[src/rtl/dpt_pkg.sv]
// Shared types and constants of the dirty page tracker
package dpt_pkg;

  localparam int ADDR_W  = 27;
  localparam int WIDX_W  = 9;
  localparam int PAGE_NW = 15;
  localparam int COUNT_W = 16;
  localparam int CMP_W   = 20;

  typedef struct packed {
    logic clear_step;
    logic accept;
    logic mark_done;
    logic drain_empty;
    logic drain_start;
    logic drain_emit;
  } cmd_t;

  typedef struct packed {
    logic clear_done;
    logic is_drain;
    logic drain_empty;
    logic slot_free;
    logic work_last;
  } sts_t;

endpackage

[src/rtl/dpt_ctrl.sv]
// Controller state machine of the dirty page tracker
module dpt_ctrl (
  input  logic          clk,
  input  logic          rst,
  input  logic          in_valid,
  output logic          in_stall,
  input  dpt_pkg::sts_t sts,
  output dpt_pkg::cmd_t cmd
);

  typedef enum logic [3:0] {
    ST_CLEAR = 4'b0001,
    ST_IDLE  = 4'b0010,
    ST_READ  = 4'b0100,
    ST_DRAIN = 4'b1000
  } state_t;

  state_t state, state_next;

  always_ff @(posedge clk) begin
    if (rst) begin
      state <= ST_CLEAR;
    end else begin
      state <= state_next;
    end
  end

  assign in_stall = (state != ST_IDLE);

  always_comb begin
    state_next = state;
    cmd        = '0;
    case (state)
      ST_CLEAR: begin
        cmd.clear_step = 1'b1;
        if (sts.clear_done) begin
          state_next = ST_IDLE;
        end
      end
      ST_IDLE: begin
        if (in_valid) begin
          cmd.accept = 1'b1;
          state_next = ST_READ;
        end
      end
      ST_READ: begin
        if (!sts.is_drain) begin
          if (sts.slot_free) begin
            cmd.mark_done = 1'b1;
            state_next    = ST_IDLE;
          end
        end else if (sts.drain_empty) begin
          if (sts.slot_free) begin
            cmd.drain_empty = 1'b1;
            state_next      = ST_IDLE;
          end
        end else begin
          cmd.drain_start = 1'b1;
          state_next      = ST_DRAIN;
        end
      end
      ST_DRAIN: begin
        if (sts.slot_free) begin
          cmd.drain_emit = 1'b1;
          if (sts.work_last) begin
            state_next = ST_IDLE;
          end
        end
      end
      default: begin
        state_next = ST_CLEAR;
      end
    endcase
  end

endmodule

[config.mk]
export PLATFORM = sky130hd
export DESIGN_NAME = dpt_ctrl
export DESIGN_NICKNAME = d
export VERILOG_FILES = /design/src/rtl/dpt_pkg.sv /design/src/rtl/dpt_ctrl.sv
export SDC_FILE = /design/constraint.sdc
export NUM_CORES = 1
export LEC_CHECK = 0
export BUFFER_PORTS_ARGS = -buffer_cell sky130_fd_sc_hd__buf_4
export CAP_MARGIN = 0
export CELL_PAD_IN_SITES_DETAIL_PLACEMENT = 1
export CELL_PAD_IN_SITES_GLOBAL_PLACEMENT = 1
export CORE_AREA = 2 2 39 41
export DETAILED_ROUTE_END_ITERATION = 7
export DIE_AREA = 0 0 41 43
export PLACE_DENSITY = 0.75
export SETUP_SLACK_MARGIN = 0.3
export SYNTH_ARGS = -nofsm -noshare
export SYNTH_HDL_FRONTEND = slang
export SYNTH_SLANG_ARGS = --single-unit
[constraint.sdc]
create_clock -name clk -period 2.1 [get_ports clk]
set_clock_uncertainty 0.1 [all_clocks]
set_input_delay 0 -clock clk [delete_from_list [all_inputs] [get_ports clk]]
set_output_delay 0 -clock clk [all_outputs]
set_load 0.02 [all_outputs]
After elaboration in Yosys (flattened, before gate mapping)

Index checks and enable logic that the tools add are counted.

Eq/ne operators: 9
Mux-type cells: 18
Reductions and logical operators: 1

Operator list:

| cell                                                                    | number |
|---|---|
| 4-bit two-way mux                                                       | 7 |
| 4-bit case mux with 4 select lines                                      | 1 |
| 1-bit two-way mux                                                       | 8 |
| 2-bit inequality test, second input constant                            | 4 |
| 4-bit by 1-bit == test with 1-bit output, second input constant         | 1 |
| 4-bit by 2-bit == test with 1-bit output, second input constant         | 1 |
| 4-bit by 3-bit == test with 1-bit output, second input constant         | 1 |
| 4-bit == test, second input constant                                    | 1 |
| 4-bit by 2-bit inequality test with 1-bit output, second input constant | 1 |
| 4-bit AND reduction                                                     | 1 |
| 3-bit two-way mux                                                       | 1 |
| 2-bit two-way mux                                                       | 1 |

Register bits after elaboration: 4
Input port bits: 8
Output and inout bits: 7
Logic and storage cells: 29

Logic depth before layout (Yosys ltp)

Gate-level depths: netlist of the first run.

Word-level depth: 4
Gate-level depth with buffers: 5
Mapped depth without buffers: 4

Worst setup path after synthesis of the first run

OpenSTA, ideal clock, no wires.

Path type: register to register
Start: reg state[1]
End: reg state[1]
Setup time: 0.123 ns
Arrival: 1.232 ns
Setup slack: 0.645 ns
Cell stages (with the launch flop): 6
Cell sequence: dfxtp_1 buf_2 or3b_1 a211oi_2 a21o_1 o41ai_1

Longest elaborated chain between the ends: 4
Elaborated cells on any way between the ends: 13

Ends and longest elaborated chain:

| element                            | line           | text |
|---|---|---|
| start: declaration                 | dpt_ctrl.sv:18 | `state_t state, state_next;` |
| start signal: assignment           | dpt_ctrl.sv:24 | `state <= state_next;` |
| 4-bit two-way mux (3 in a row)     | --             |  |
| 4-bit case mux with 4 select lines | dpt_ctrl.sv:33 | `case (state)` |

Several ways; a longest one is shown, not always the timed one.
A chain may end at the register's enable or synchronous reset.

Worst setup path after layout of the first run

Same ends and word-level chain as after synthesis.

==> results of run 1 <==
-- worst max-delay path, stage by stage, from the launching register on --
cell and delay, ns:
dfxtp_1 0.52, or3b_1 0.40, a211oi_2 0.28, a21o_1 0.13
o41ai_1 0.06
-- routing by layer --
metal	global-route usage (%)	up-vias	part of all wire, %
li1	-	185	-
met1	15.7	167	43
met2	21.3	13	51
met3	1.57	2	5.4
met4	8.00	0	1.1
met5	0	-	0
-- logic make-up (layout without fill, tap and decap cells) --
| family | count (synthesis) | in the layout | share of synthesized area [%] |
|---|---|---|---|
| DFF | 4 | 4 | 24.2 |
| AOI/OAI and AO/OA | 8 | 8 | 21.1 |
| xor gates and xnor gates | 1 | 1 | 2.64 |
| and+or+nand+nor | 24 | 24 | 45.7 |
| buffers and inverters | 5 | 21 | 6.41 |
-- what timing repair did --
item                                   CTS  global route
hold buffers                             1             0
setup endpoints to repair                0             1
endpoints found under the hold margin    4             0
gates resized for setup                  0             1
-- cell usage after synthesis --
master,instances
a2111oi_1,1
a211oi_2,1
a21o_1,1
a21oi_1,1
a2bb2oi_1,1
and2_1,1
and3b_1,1
buf_2,2
dfxtp_1,4
inv_1,3
nand2_1,4
nand2b_1,2
nand3b_1,2
nand4_1,1
nand4b_1,1
nor2_1,6
nor3_1,1
nor4b_1,1
nor4b_2,1
nor4bb_1,1
o21ba_1,1
o21bai_1,1
o41ai_1,1
or3b_1,2
xor2_1,1
-- path summary, 6_finish.rpt --
check / endpoint / cells after the start / slack (ns)
max: state[1] / 4 / 0.48
min: state[2] / 3 / 0.004
max reg2reg: state[1] / 4 / 0.48
min reg2reg: state[0] / 2 / 0.52
-- metrics by stage --
stage	hold slack (ns)	cells	power, mW	setup WS (ns)
after floorplan	-0.0232	42	0.163	0.645
after global placement	0.109	70	0.193	0.445
after detailed placement	0.109	70	0.198	0.454
after CTS	0.0129	74	0.299	0.408
after global routing	0.0156	74	0.321	0.331
final	0.00430	74	0.295	0.477
-- power by group --
part | total (mW) | switching (mW) | internal, mW
Clock | 0.0970 | 0.0330 | 0.0640
Sequential | 0.106 | 0.0214 | 0.0847
Combinational | 0.0918 | 0.0428 | 0.0491
Total | 0.295 | 0.0972 | 0.198
-- area by class of cell --
type / count / area, um^2 / area share (%)
Timing Repair Buffer: 15 / 115 / 24.0
Inverter: 3 / 11.3 / 2.34
Sequential cell: 4 / 81.3 / 16.9
Multi-Input combinational cell: 33 / 230 / 47.9
Tap cell: 16 / 20.0 / 4.17
Clock buffer: 3 / 22.5 / 4.69
-- layout by cell type (no fill, tap or decap), types with 2 or more instances in the layout --
cell type  Yosys  final
nor2_1         6      6
nand3b_1       2      2
nand2_1        4      4
clkbuf_4       0      3
dfxtp_1        4      3
buf_4          0     14
inv_1          3      3
nand2b_1       2      2
or3b_1         2      2
==> run metrics, run 1 <==
CTS buffer count=3; PortBufs=14; Mapped Cells=42; post-synthesis cell type count=25; top area cells in the synthesized netlist=dfxtp_1, nor2_1, or3b_1; Largest register FFs=4; VDD IR max=173 uV; most flop-heavy register=state; Layout area overhead=44.9%; hold crit path type=input port to flip-flop; Slew @ Worst Pin=0.500 ns; Final Critical Period=1.62 ns; worst-skew pair later-pin latency=0.24 ns; diode count=0; synth warn=0; total track usage=13.2%; router iterations before antenna repair=2; PD cells=614 nW/um^2; fin crit share=77.3%; Avg Inst Size Synth=7.89 um^2; Post-route DRC=0; clock root buffer=clkbuf_4; status=finished, final reports clean; vias per cell=4.96; final core occ=34.7%; first-pass GRT wire length=1580 um; RSZ-0062 raised after global routing=no; initial antenna violation count=0; Fmax achieved=616 MHz; layout cells sized above 1=34.5%; gpl congestion=0.686; CTS clk-pin slew, worst paths=0.04 ns; Antenna Nets Post-Route=0; vias in the first global route=364; Sum Neg Setup Slack=0 ns; cell area after layout=480 um^2; CP required=2.11 ns; Core Rows=14; top-level port count=15; Worst Setup Start Kind=flip-flop; Post-Syn Area=332 um^2; #FFs+latches synth=4; Slew Limit Fails=0; CP Capture Type=flip-flop; arrival time at the worst endpoint=1.63 ns; largest net degree at the start of global routing=12; Worst Hold Launch=sts[1]; Seq/Total Area, Yosys=24.2%; Starting Density=24.0%; wire length per cell=12.5 um; R2R Path Start=state[1]; DIE WIDTH=41 um; Setup CP Type=flip-flop to flip-flop; Nets=68; Top Registers=state: 4 flops; syn nets=50; fill cell count=177; top cell type's share of synthesized area=24.2%; setup violators final=0; total grt overflow=0; core area=1380 um^2; routed via count=367; critical path fanouts, max=10; H-tree Lvls=1; slew margin rel.=66.2%; Die Ht=43 um; static leakage=0.242 nW; DRT Wirelength=924 um; detailed placement HPWL=696 um; max_cap viols=0; CP Launch Point=state[1]; Synth area leader=dfxtp_1; Hold Fails Final Rpt=0; setup bufs post-CTS=0; Total Die Area=1760 um^2; CTS tree=done; CTS Sinks=4; 1st-iter DRT viols=6; Clock Tree Buf Depth=2; Area after DPL=447 um^2
(Power assumes the default switching activity.)
==> run 2: changes to the inputs <==
==> constraint.sdc (replaced) <==
create_clock -name clk -period 1.5 [get_ports clk]
set_clock_uncertainty 0.1 [all_clocks]
set_input_delay 0 -clock clk [delete_from_list [all_inputs] [get_ports clk]]
set_output_delay 0 -clock clk [all_outputs]
set_load 0.02 [all_outputs]
==> run 2 against run 1 <==
  * The flow now finishes with violations (negative setup slack)
  * Sequential power up 40%
  * Fmax up 3.8%
  * Clock power up 39%
  * Via count up 16%
  * Critical path type unchanged
  * Largest power group is now combinational logic
==> run metrics, run 2 (synthesis gave the netlist of run 1 again) <==
Final Power=0.493 mW (+67%); total track usage=16.4% (+3.1 points); VDD IR max=339 uV (+96%); Top Usage Layer GRT=met2; 1st-iter DRT viols=7 (+1); met2 Usage GRT=30.3% (+9.1 points); CTS clk-pin slew, worst paths=0.04 ns (about the same); Post-route DRC=0 (unchanged); DIE WIDTH=41 um (unchanged); Die Ht=43 um (unchanged); multi-input logic area=299 um^2 (+30%); Setup CP Type=flip-flop to flip-flop; Core Rows=14 (unchanged); arrival time at the worst endpoint=1.57 ns (-0.06 ns); vias per cell=4.97 (+0.11%); Nets=80 (+18%); Layout area overhead=105%; Top Registers=state: 4 flops; critical path fanouts, max=7 (-3); total grt overflow=0 (unchanged); hold crit path type=input port to flip-flop; Hold Fails Final Rpt=0 (unchanged); Area after DPL=512 um^2 (+15%); PortBufs=14 (unchanged); fin crit share=104% (+27 points); Sum Neg Setup Slack=-0.0691 ns (-0.0691 ns); FF/Latch Area=91.3 um^2 (+12%); DRT Wirelength=1320 um (+43%); Largest register FFs=4 (unchanged); Setup WS post-layout=-0.0638 ns (-0.540 ns); clock root buffer=clkbuf_4; Reg2Reg Depth=4 (unchanged); core area=1380 um^2 (unchanged); slew margin rel.=75.5% (+9.3 points); Slew Limit Fails=0 (unchanged); gpl congestion=0.709 (+3.4%); top-level port count=15 (unchanged); diode count=0 (unchanged); Worst Setup Start Kind=flip-flop; commonest non-fill, non-tap cell in the layout=buf_4; vias in the first global route=454 (+25%); initial antenna violation count=0 (unchanged); CTS Sinks=4 (unchanged); Slew @ Worst Pin=0.363 ns (-0.137 ns); static leakage=0.325 nW (+34%); hold path depth=3 (unchanged); CTS tree=done; detailed placement HPWL=828 um (+19%); largest net degree at the start of global routing=10 (-2); met1 usage=16.4% (+0.69 points); Total Die Area=1760 um^2 (unchanged); Antenna Nets Post-Route=0 (unchanged); final core occ=49.1% (+14 points); max_cap viols=0 (unchanged); first-pass GRT wire length=1940 um (+23%); RSZ-0062 raised after global routing=yes; most frequent cells in the layout=buf_4, buf_6; Clock Tree Buf Depth=2 (unchanged); GR Util met3=3.14% (+1.6 points); Worst Hold Margin=0.0285 ns (+0.0242 ns); Starting Density=24.0% (unchanged); H-tree Lvls=1 (unchanged); status=finished with violations; CP Capture Type=flip-flop; PD cells=726 nW/um^2 (+18%); setup violators final=2 (+2); CP required=1.51 ns (-0.60 ns); worst-skew pair later-pin latency=0.23 ns (about the same); wire length per cell=15.3 um (+23%); layout cells sized above 1=64.3% (+30 points); CTS buffer count=3 (unchanged); router iterations before antenna repair=4 (+2); fill cell count=170 (-4.0%); most flop-heavy register=state; failing checks=negative setup slack; routed via count=427 (+16%); Final Critical Period=1.56 ns (-0.0595 ns); cell area after layout=679 um^2 (+41%); Fmax achieved=639 MHz (+3.8%)
## run 2: where the power goes
group,internal (mW),switching [mW]
sequential,0.121,0.0270
combinational,0.111,0.0993
clock,0.0896,0.0450
## run 2: final cells by class
cell class              instances  area share (%)
flip-flops and latches          4            13.4
clock buffers                   3            3.31
multi-input cells              33            44.0
well taps                      16            2.95
repair buffers                 27            34.6
inverters                       3            1.66
## run 2: final timing paths
path,from,to,slack (ns)
worst max register to register,state[1],state[1],-0.06
worst min-delay path,sts[1],state[2],0.03
worst min register to register,state[3],state[2],0.52
worst max-delay path,state[1],state[1],-0.06
## run 2: per-layer routing
layer  up-vias  share of wire, %
li1        211                 -
met1       200                35
met2        16                60
met3         0               5.0
met4         0                 0
met5         -                 0
## run 2: metrics by stage
stage               instances  setup slack [ns]
finish                     86           -0.0638
global route               86            -0.102
global placement           78           -0.0277
detailed placement         78           -0.0443
floorplan                  42            0.0877
CTS                        84            0.0109
## run 2: timing repair
| action | CTS | global route |
|---|---|---|
| hold buffers | 1 | 0 |
| resized for setup | 17 | 10 |
| buffers inserted | 2 | 2 |
| gates cloned | 0 | 0 |
| endpoints found under the hold margin | 4 | 0 |
| pin swaps | 10 | 5 |
| endpoints found under the setup margin | 11 | 11 |
## run 2: worst max-delay path, cell delays in order (launching register included)
cell and delay (ns):
dfxtp_4 0.39, or3b_1 0.37, a211oi_2 0.33, nand3b_1 0.16, o41ai_2 0.09
